`src/rtl/core/tstab_pkg.sv`:
```
// Shared types and constants for the time-sorted table.
`default_nettype none
package tstab_pkg;

  localparam int TABLE_DEPTH = 16;
  localparam int MAX_RESULTS = 16;
  localparam int TAG_W       = 8;
  localparam int TIME_W      = 32;
  localparam int SIZE_W      = 20;
  localparam int LIMIT_W     = 24;
  localparam int OUT_TOT_W   = 24;
  localparam int OUT_CNT_W   = 5;
  localparam int IDX_W       = $clog2(TABLE_DEPTH);
  localparam int CNT_W       = $clog2(TABLE_DEPTH + 1);
  localparam int NEV_W       = $clog2(MAX_RESULTS + 1);
  localparam int TOTAL_W     = (SIZE_W + CNT_W > LIMIT_W) ? SIZE_W + CNT_W : LIMIT_W;

  localparam logic [LIMIT_W-1:0] LIMIT_RESET = LIMIT_W'(32768);

  typedef enum logic [1:0] {
    ST_INSERTED = 2'd0,
    ST_EVICTED  = 2'd1,
    ST_FULL     = 2'd2,
    ST_NONE     = 2'd3
  } status_e;

  typedef struct packed {
    logic [TAG_W-1:0]  tag;
    logic [TIME_W-1:0] tim;
    logic [SIZE_W-1:0] size;
  } entry_t;

  typedef struct packed {
    logic             we;
    logic [IDX_W-1:0] waddr;
    entry_t           wdata;
    logic [IDX_W-1:0] raddr;
  } mem_req_t;

  typedef struct packed {
    logic               valid;
    status_e            status;
    entry_t             ent;
    logic [TOTAL_W-1:0] total;
    logic [CNT_W-1:0]   count;
    logic               last;
  } result_t;

endpackage
`default_nettype wire

```
`src/rtl/core/tstab_mem.sv`:
```
// Entry store: one write port, one registered read port.
`default_nettype none
module tstab_mem (
  input  wire logic              clk_i,
  input  wire tstab_pkg::mem_req_t req_i,
  output tstab_pkg::entry_t      rdata_o
);
  import tstab_pkg::*;

  entry_t mem_q [TABLE_DEPTH];
  entry_t rdata_q;

  always_ff @(posedge clk_i) begin
    if (req_i.we) begin
      mem_q[req_i.waddr] <= req_i.wdata;
    end
    rdata_q <= mem_q[req_i.raddr];
  end

  assign rdata_o = rdata_q;

endmodule
`default_nettype wire

```
`src/rtl/core/tstab_ctrl.sv`:
```
// Sequencer for insert shifts, minimum scans and eviction shifts.
`default_nettype none
module tstab_ctrl (
  input  wire logic                                clk_i,
  input  wire logic                                rst_ni,
  input  wire logic                                start_i,
  input  wire logic                                opcode_i,
  input  wire logic [tstab_pkg::TAG_W-1:0]         file_tag_i,
  input  wire logic [tstab_pkg::TIME_W-1:0]        file_time_i,
  input  wire logic [tstab_pkg::SIZE_W-1:0]        file_size_i,
  input  wire logic [tstab_pkg::LIMIT_W-1:0]       limit_i,
  output logic                                     busy_o,
  output tstab_pkg::mem_req_t                      mem_req_o,
  input  wire tstab_pkg::entry_t                   mem_rdata_i,
  output tstab_pkg::result_t                       res_o
);
  import tstab_pkg::*;

  typedef enum logic [6:0] {
    S_IDLE     = 7'b0000001,
    S_INS_RD   = 7'b0000010,
    S_INS_CMP  = 7'b0000100,
    S_SCAN_RD  = 7'b0001000,
    S_SCAN_CMP = 7'b0010000,
    S_SHF_RD   = 7'b0100000,
    S_SHF_WR   = 7'b1000000
  } state_e;

  state_e             state_q, state_d;
  logic [IDX_W-1:0]   idx_q, idx_d;
  logic [CNT_W-1:0]   count_q, count_d;
  logic [TOTAL_W-1:0] total_q, total_d;
  logic [NEV_W-1:0]   nevict_q, nevict_d;
  entry_t             new_q, new_d;
  entry_t             best_q, best_d;
  logic [IDX_W-1:0]   best_idx_q, best_idx_d;
  result_t            res_q, res_d;

  logic [TOTAL_W-1:0] lim;
  logic [CNT_W-1:0]   idx_next;
  logic [CNT_W-1:0]   cnt_dec;
  logic [TOTAL_W-1:0] tot_dec;
  logic               more;
  logic               over;

  assign lim      = TOTAL_W'(limit_i);
  assign idx_next = CNT_W'(idx_q) + CNT_W'(1);
  assign cnt_dec  = count_q - CNT_W'(1);
  assign tot_dec  = total_q - TOTAL_W'(best_q.size);
  assign more     = (cnt_dec != '0) && (tot_dec > lim) &&
                    ((nevict_q + NEV_W'(1)) < NEV_W'(MAX_RESULTS));
  assign over     = (count_q != '0) && (total_q > lim);

  always_comb begin
    state_d    = state_q;
    idx_d      = idx_q;
    count_d    = count_q;
    total_d    = total_q;
    nevict_d   = nevict_q;
    new_d      = new_q;
    best_d     = best_q;
    best_idx_d = best_idx_q;
    res_d      = res_q;
    res_d.valid = 1'b0;

    mem_req_o       = '0;
    mem_req_o.raddr = idx_q;

    case (state_q)
      S_IDLE: begin
        if (start_i) begin
          if (!opcode_i) begin
            if (count_q == CNT_W'(TABLE_DEPTH)) begin
              res_d.valid  = 1'b1;
              res_d.status = ST_FULL;
              res_d.ent    = '0;
              res_d.total  = total_q;
              res_d.count  = count_q;
              res_d.last   = 1'b1;
            end else begin
              new_d.tag  = file_tag_i;
              new_d.tim  = file_time_i;
              new_d.size = file_size_i;
              idx_d      = IDX_W'(count_q);
              state_d    = S_INS_RD;
            end
          end else if (!over) begin
            res_d.valid  = 1'b1;
            res_d.status = ST_NONE;
            res_d.ent    = '0;
            res_d.total  = total_q;
            res_d.count  = count_q;
            res_d.last   = 1'b1;
          end else begin
            nevict_d = '0;
            idx_d    = '0;
            state_d  = S_SCAN_RD;
          end
        end
      end
      S_INS_RD: begin
        if (idx_q == '0) begin
          mem_req_o.we    = 1'b1;
          mem_req_o.waddr = idx_q;
          mem_req_o.wdata = new_q;
          count_d      = count_q + CNT_W'(1);
          total_d      = total_q + TOTAL_W'(new_q.size);
          res_d.valid  = 1'b1;
          res_d.status = ST_INSERTED;
          res_d.ent    = '0;
          res_d.total  = total_d;
          res_d.count  = count_d;
          res_d.last   = 1'b1;
          state_d      = S_IDLE;
        end else begin
          mem_req_o.raddr = idx_q - IDX_W'(1);
          state_d         = S_INS_CMP;
        end
      end
      S_INS_CMP: begin
        mem_req_o.we    = 1'b1;
        mem_req_o.waddr = idx_q;
        if ($signed(mem_rdata_i.tim) > $signed(new_q.tim)) begin
          mem_req_o.wdata = mem_rdata_i;
          idx_d           = idx_q - IDX_W'(1);
          state_d         = S_INS_RD;
        end else begin
          mem_req_o.wdata = new_q;
          count_d      = count_q + CNT_W'(1);
          total_d      = total_q + TOTAL_W'(new_q.size);
          res_d.valid  = 1'b1;
          res_d.status = ST_INSERTED;
          res_d.ent    = '0;
          res_d.total  = total_d;
          res_d.count  = count_d;
          res_d.last   = 1'b1;
          state_d      = S_IDLE;
        end
      end
      S_SCAN_RD: begin
        state_d = S_SCAN_CMP;
      end
      S_SCAN_CMP: begin
        if ((idx_q == '0) || (mem_rdata_i.size < best_q.size)) begin
          best_d     = mem_rdata_i;
          best_idx_d = idx_q;
        end
        if (idx_next < count_q) begin
          idx_d   = IDX_W'(idx_next);
          state_d = S_SCAN_RD;
        end else begin
          idx_d   = best_idx_d;
          state_d = S_SHF_RD;
        end
      end
      S_SHF_RD: begin
        if (idx_next < count_q) begin
          mem_req_o.raddr = IDX_W'(idx_next);
          state_d         = S_SHF_WR;
        end else begin
          count_d      = cnt_dec;
          total_d      = tot_dec;
          nevict_d     = nevict_q + NEV_W'(1);
          res_d.valid  = 1'b1;
          res_d.status = ST_EVICTED;
          res_d.ent    = best_q;
          res_d.total  = tot_dec;
          res_d.count  = cnt_dec;
          res_d.last   = !more;
          idx_d        = '0;
          state_d      = more ? S_SCAN_RD : S_IDLE;
        end
      end
      S_SHF_WR: begin
        mem_req_o.we    = 1'b1;
        mem_req_o.waddr = idx_q;
        mem_req_o.wdata = mem_rdata_i;
        idx_d           = IDX_W'(idx_next);
        state_d         = S_SHF_RD;
      end
      default: begin
        state_d = S_IDLE;
      end
    endcase
  end

  always_ff @(posedge clk_i or negedge rst_ni) begin
    if (!rst_ni) begin
      state_q   <= S_IDLE;
      count_q   <= '0;
      total_q   <= '0;
      res_q     <= '0;
    end else begin
      state_q   <= state_d;
      count_q   <= count_d;
      total_q   <= total_d;
      res_q     <= res_d;
    end
  end

  always_ff @(posedge clk_i) begin
    idx_q      <= idx_d;
    nevict_q   <= nevict_d;
    new_q      <= new_d;
    best_q     <= best_d;
    best_idx_q <= best_idx_d;
  end

  assign busy_o = (state_q != S_IDLE);
  assign res_o  = res_q;

endmodule
`default_nettype wire

```
`src/rtl/core/time_sorted_table_with_size_eviction_unit.sv`:
```
// Top level: time-sorted table with size-based eviction.
// Insert: entries with a later time are read and shifted up one place, then the new entry is written; one result beat.
// Trim: each eviction scans the entries for the smallest size, then shifts the later entries down;
//   at most 16 eviction beats; an idle trim or a full-table insert answers next cycle.
// busy is high while the table is walked; each beat shows the cycle after it is formed.
// Reset empties the table and sets the capacity limit to 32768; no clearing pass.
`default_nettype none
module time_sorted_table_with_size_eviction_unit (
  input  wire logic                                clk_i,
  input  wire logic                                rst_ni,
  input  wire logic                                start,
  output logic                                     busy,
  input  wire logic                                opcode_i,
  input  wire logic [tstab_pkg::TAG_W-1:0]         file_tag_i,
  input  wire logic [tstab_pkg::TIME_W-1:0]        file_time_i,
  input  wire logic [tstab_pkg::SIZE_W-1:0]        file_size_i,
  input  wire logic                                cfg_valid_i,
  output logic                                     cfg_ready_o,
  input  wire logic [tstab_pkg::LIMIT_W-1:0]       cfg_data_i,
  output logic                                     result_valid_o,
  output logic [1:0]                               status_o,
  output logic [tstab_pkg::TAG_W-1:0]              evicted_tag_o,
  output logic [tstab_pkg::TIME_W-1:0]             evicted_time_o,
  output logic [tstab_pkg::SIZE_W-1:0]             evicted_size_o,
  output logic [tstab_pkg::OUT_TOT_W-1:0]          total_size_o,
  output logic [tstab_pkg::OUT_CNT_W-1:0]          entry_count_o,
  output logic                                     last_o
);
  import tstab_pkg::*;

  logic [LIMIT_W-1:0] limit_q;
  mem_req_t           mem_req;
  entry_t             mem_rdata;
  result_t            res;
  logic               busy_w;

  localparam int CNT_CMP_W = (CNT_W > OUT_CNT_W) ? CNT_W : OUT_CNT_W;
  localparam int TOT_CMP_W = (TOTAL_W > OUT_TOT_W) ? TOTAL_W : OUT_TOT_W;

  assign cfg_ready_o = 1'b1;

  always_ff @(posedge clk_i or negedge rst_ni) begin
    if (!rst_ni) begin
      limit_q <= LIMIT_RESET;
    end else if (cfg_valid_i && cfg_ready_o) begin
      limit_q <= cfg_data_i;
    end
  end

  tstab_ctrl u_ctrl (
    .clk_i       (clk_i),
    .rst_ni      (rst_ni),
    .start_i     (start && !busy_w),
    .opcode_i    (opcode_i),
    .file_tag_i  (file_tag_i),
    .file_time_i (file_time_i),
    .file_size_i (file_size_i),
    .limit_i     (limit_q),
    .busy_o      (busy_w),
    .mem_req_o   (mem_req),
    .mem_rdata_i (mem_rdata),
    .res_o       (res)
  );

  tstab_mem u_mem (
    .clk_i   (clk_i),
    .req_i   (mem_req),
    .rdata_o (mem_rdata)
  );

  assign busy           = busy_w;
  assign result_valid_o = res.valid;
  assign status_o       = res.status;
  assign evicted_tag_o  = res.ent.tag;
  assign evicted_time_o = res.ent.tim;
  assign evicted_size_o = res.ent.size;
  assign last_o         = res.last;

  // saturate on deep tables
  assign total_size_o = (TOT_CMP_W'(res.total) > TOT_CMP_W'({OUT_TOT_W{1'b1}})) ?
                        {OUT_TOT_W{1'b1}} : OUT_TOT_W'(res.total);
  assign entry_count_o = (CNT_CMP_W'(res.count) > CNT_CMP_W'({OUT_CNT_W{1'b1}})) ?
                         {OUT_CNT_W{1'b1}} : OUT_CNT_W'(res.count);

endmodule
`default_nettype wire

```
`config.mk`:
```
export PLATFORM = sky130hd
export DESIGN_NAME = time_sorted_table_with_size_eviction_unit
export DESIGN_NICKNAME = d
export VERILOG_FILES = /design/src/rtl/core/tstab_pkg.sv /design/src/rtl/core/tstab_mem.sv /design/src/rtl/core/tstab_ctrl.sv /design/src/rtl/core/time_sorted_table_with_size_eviction_unit.sv
export SDC_FILE = /design/constraint.sdc
export NUM_CORES = 2
export LEC_CHECK = 0
export ABC_AREA = 1
export BUFFER_PORTS_ARGS = -buffer_cell sky130_fd_sc_hd__clkbuf_2
export CORE_AREA = 2 2 315 348
export DETAILED_ROUTE_END_ITERATION = 6
export DIE_AREA = 0 0 317 350
export PLACE_DENSITY = 0.73
export RECOVER_POWER = 100
export SLEW_MARGIN = 40
export SYNTH_ARGS = -nofsm -noshare
export SYNTH_HDL_FRONTEND = slang
export SYNTH_HIERARCHICAL = 1
export SYNTH_SLANG_ARGS = --single-unit
```
`constraint.sdc`:
```
create_clock -name clk_i -period 5.45 [get_ports clk_i]
set_input_delay 0.545 -clock clk_i [delete_from_list [all_inputs] [get_ports clk_i]]
set_output_delay 0.545 -clock clk_i [all_outputs]
set_load 0.02 [all_outputs]
```
==> metrics.cfg <==
[status]
status=finished with violations
failed_checks=max-capacitance violations, max-slew violations

[sta]
tns_ns=0
rsz0062_at_grt=no
post-route-min-period_ns=5.20
min_period_over_period_pct=95.3
tightest_slew_ns=4.23
setup_viol=0
fmax_mhz=192
finClkSkew_ns=0.0199
worst_slack_ns=0.254
relSlewSlack_pct=-182
slew_viol_final=733
hold_viol_final=0

[global_routing]
grt_pass1_vias=41900
grt_pass1_wl_mm=247
antenna_found_initial=0
grt_max_degree=170
grtUsageTotal_pct=29.8
overflow=0

[clock_tree]
cts_max_path_buffers=3
clk_pin_slew_ns=0.06
cts_root_buf=clkbuf_16
cts_sinks=1308
post_cts_resized=0
htree_num_levels=4
cts_tree=yes
clkLatencyLatePin_ns=0.76
cts_hold_buffers=68
cts_setup_buffers=0
numCtsBuffers=135

[hold_path]
min_from=cfg_data_i[1]
min_to=limit_q[1]$_DFFE_PN0P_
hold_depth=3
holdCritPathClass=in2reg

[floorplan]
rows=126
floorplan.die.width_um=317
io_pins=184
die_h_um=350
design.core.area_um2=107000
initial_core_util_pct=55.9
dieArea_um2=111000

[finish]
nets=6508
final_util_pct=62.6
antenna_cells=0
final_layout_size_suffix_gt1_share_pct=6.38
final_cell_area_um2=67000
area_growth_pct=12.1

[synthesis]
synth-compound-area-share_pct=3.13
yosysTopAreaCell=edfxtp_1
synthTopCellsByCount=nand2_1 (1882), edfxtp_1 (1093), inv_1 (916)
synth_top_area_share_pct=54.9
yosysWarnings=6
synth_ff_type=edfxtp_1
muxShareOfSynthArea_pct=0.0167
synth_most_common_cell=nand2_1
synth_seq_area_share_pct=63.4
synth-seq-cells=1308
synth_xor_area_share_pct=0.835
synth_area_leaders=edfxtp_1 (55%), nand2_1 (12%), nand3_1 (7.3%)
synthArstFlopShare_pct=11.9
netlist_instances=6030
syn_area_per_cell_um2=9.92
syn_area_um2=59800
ys_types=60
synth_nets=6273
synth_simple_gate_area_share_pct=21.2
yosys.area_share.adder_pct=3.25
synth_top_family_by_area=simple AND/OR/NAND/NOR gates
synth-edff-count=1093

[pwr]
switchingPower_mw=13.7
power.share.sequential_pct=35.8
swShare_pct=39.8
ir_worst_vdd_mv=0.770
clkPwrFrac_pct=26.9
power_density_nw_per_um2=513
p_total_mw=34.4
p_int_mw=20.7
p_leak_nw=30.3
power_frac_comb_pct=37.2

[critical_path]
end_kind=flop
rrSetupSlack_ns=0.25
cp_cell_sequence=inv_1, ha_1, nand2_1, inv_1, nand3_1, nor2_1, nand2_1, nand2_1, nand2_1, nand3_2, nand3_4, nand2_1, nand2_2, nor2_1, buf_4, nand2_1, nand3_1
critPathMaxStageDelay_ns=1.68
regToRegEndpoint=u_ctrl/total_q[7]$_DFFE_PN0P_
rr_worst_depth=17
worstPathArrival_ns=5.88
r2r-start=u_ctrl/new_q[34]$_DFFE_PP_
worst_ep_required_time_ns=6.13
cp-start-kind=flop
cpMaxStageDelayCell=nor2_1
worstSetupPathType=reg2reg
critPathMaxFanout=30
path_common_cell=nand2_1

[detailed_routing]
route.vias.total=43700
drc_errors=0
ant_nets=0
vias_per_cell=5.61
wl_per_cell_um=21.3
wirelength_mm=166
dr.pass1.iters=6
drt_iter0_drc=4525

[placed_design]
hpwl_mm=95.5
port_buffers=182
pre_cts_ws_ns=0.796
place_area_um2=62500
gp_congestion=0.963

[run]
maxCapViolCount=21

## sequential cells by signal (all words and copies together), names as in the netlist
name and count:
u_mem/mem_q 960, u_ctrl/best_q 60, u_ctrl/total_q 25, u_ctrl/res_o 94
u_ctrl/state_q 7, u_ctrl/idx_q 4, u_mem/rdata_o 60, limit_q 24
u_ctrl/best_idx_q 4, u_ctrl/count_q 5, u_ctrl/new_q 60, u_ctrl/nevict_q 5
## worst max-delay path, delay by kind of cell (launching register included)
family                     cells  cell delay [ns]
adders and majority gates      1             0.29
buffers and inverters          3             0.54
DFF                            1             0.32
and+or+nand+nor               13             3.95
## power groups by stage
stage	sequential, mW	combinational [mW]	clock (mW)
3_3_place_gp	12.5	12.4	0
6_report	12.3	12.8	9.27
3_5_place_dp	12.5	12.6	0
2_1_floorplan	12.1	9.00	0
4_1_cts	12.3	12.8	9.36
5_1_grt	12.4	14.0	9.76
## layout by cell type (no fill, tap or decap), types with 44 or more instances in the layout
cell,Yosys,layout
clkbuf_2,1,108
clkbuf_16,0,142
nand2_1,1882,1882
dlygate4sd3_1,0,68
edfxtp_1,1093,1093
o21ai_0,112,119
ha_1,152,152
clkbuf_1,74,182
a21oi_1,105,106
dfrtp_1,153,153
dfxtp_1,60,60
nor2_1,132,124
xor2_1,44,44
inv_1,916,917
nand3_1,869,870
## final cells by class
| class | instances | area [um^2] |
|---|---|---|
| Clock buffer | 192 | 3870 |
| Clock inverter | 58 | 606 |
| Fill cell | 8290 | 40000 |
| Inverter | 927 | 3500 |
| Multi-Input combinational cell | 3522 | 17100 |
| Sequential cell | 1308 | 37900 |
| Tap cell | 1408 | 1760 |
| Timing Repair Buffer | 371 | 2330 |
## metal layers
metal	vias up	GRT usage, %	part of all wire, %
met5	-	0	0
met4	0	17.1	6.0
met3	507	4.62	9.1
met2	2217	49.4	48
met1	20800	37.2	37
li1	20200	-	-
## metrics by stage
step / cells / hold WS, ns
2_1_floorplan: 6030 / 0.249
3_3_place_gp: 7467 / 0.417
3_5_place_dp: 7467 / 0.423
4_1_cts: 7785 / 0.00404
5_1_grt: 7786 / 0.0346
6_report: 7786 / 0.0335
## how the worst max path moves through the flow
| stage | start | end | slack (ns) |
|---|---|---|---|
| 6_report | u_ctrl/new_q[34]$_DFFE_PP_ | u_ctrl/total_q[7]$_DFFE_PN0P_ | 0.25 |
| 5_1_grt | u_ctrl/state_q[0]$_DFFE_PN1P_ | u_mem/mem_q[4][0]$_DFFE_PP_ | 0.22 |
| 4_1_cts | u_ctrl/idx_q[0]$_DFFE_PP_ | u_mem/rdata_o[34]$_DFF_P_ | 0.75 |
| 3_5_place_dp | u_ctrl/idx_q[0]$_DFFE_PP_ | u_mem/rdata_o[34]$_DFF_P_ | 0.80 |
| 3_3_place_gp | u_ctrl/idx_q[0]$_DFFE_PP_ | u_mem/rdata_o[34]$_DFF_P_ | 0.93 |
| 2_1_floorplan | u_ctrl/idx_q[0]$_DFFE_PP_ | u_mem/mem_q[11][0]$_DFFE_PP_ | 0.40 |
## logic make-up after synthesis
| family | Yosys count |
|---|---|
| and+or+nand+nor | 2996 |
| DFF | 1308 |
| buffers and inverters | 1200 |
| AOI/OAI and AO/OA | 313 |
| adders and majority gates | 154 |
| xor gates and xnor gates | 57 |
| other | 1 |
| muxes | 1 |
(Power assumes the default switching activity.)
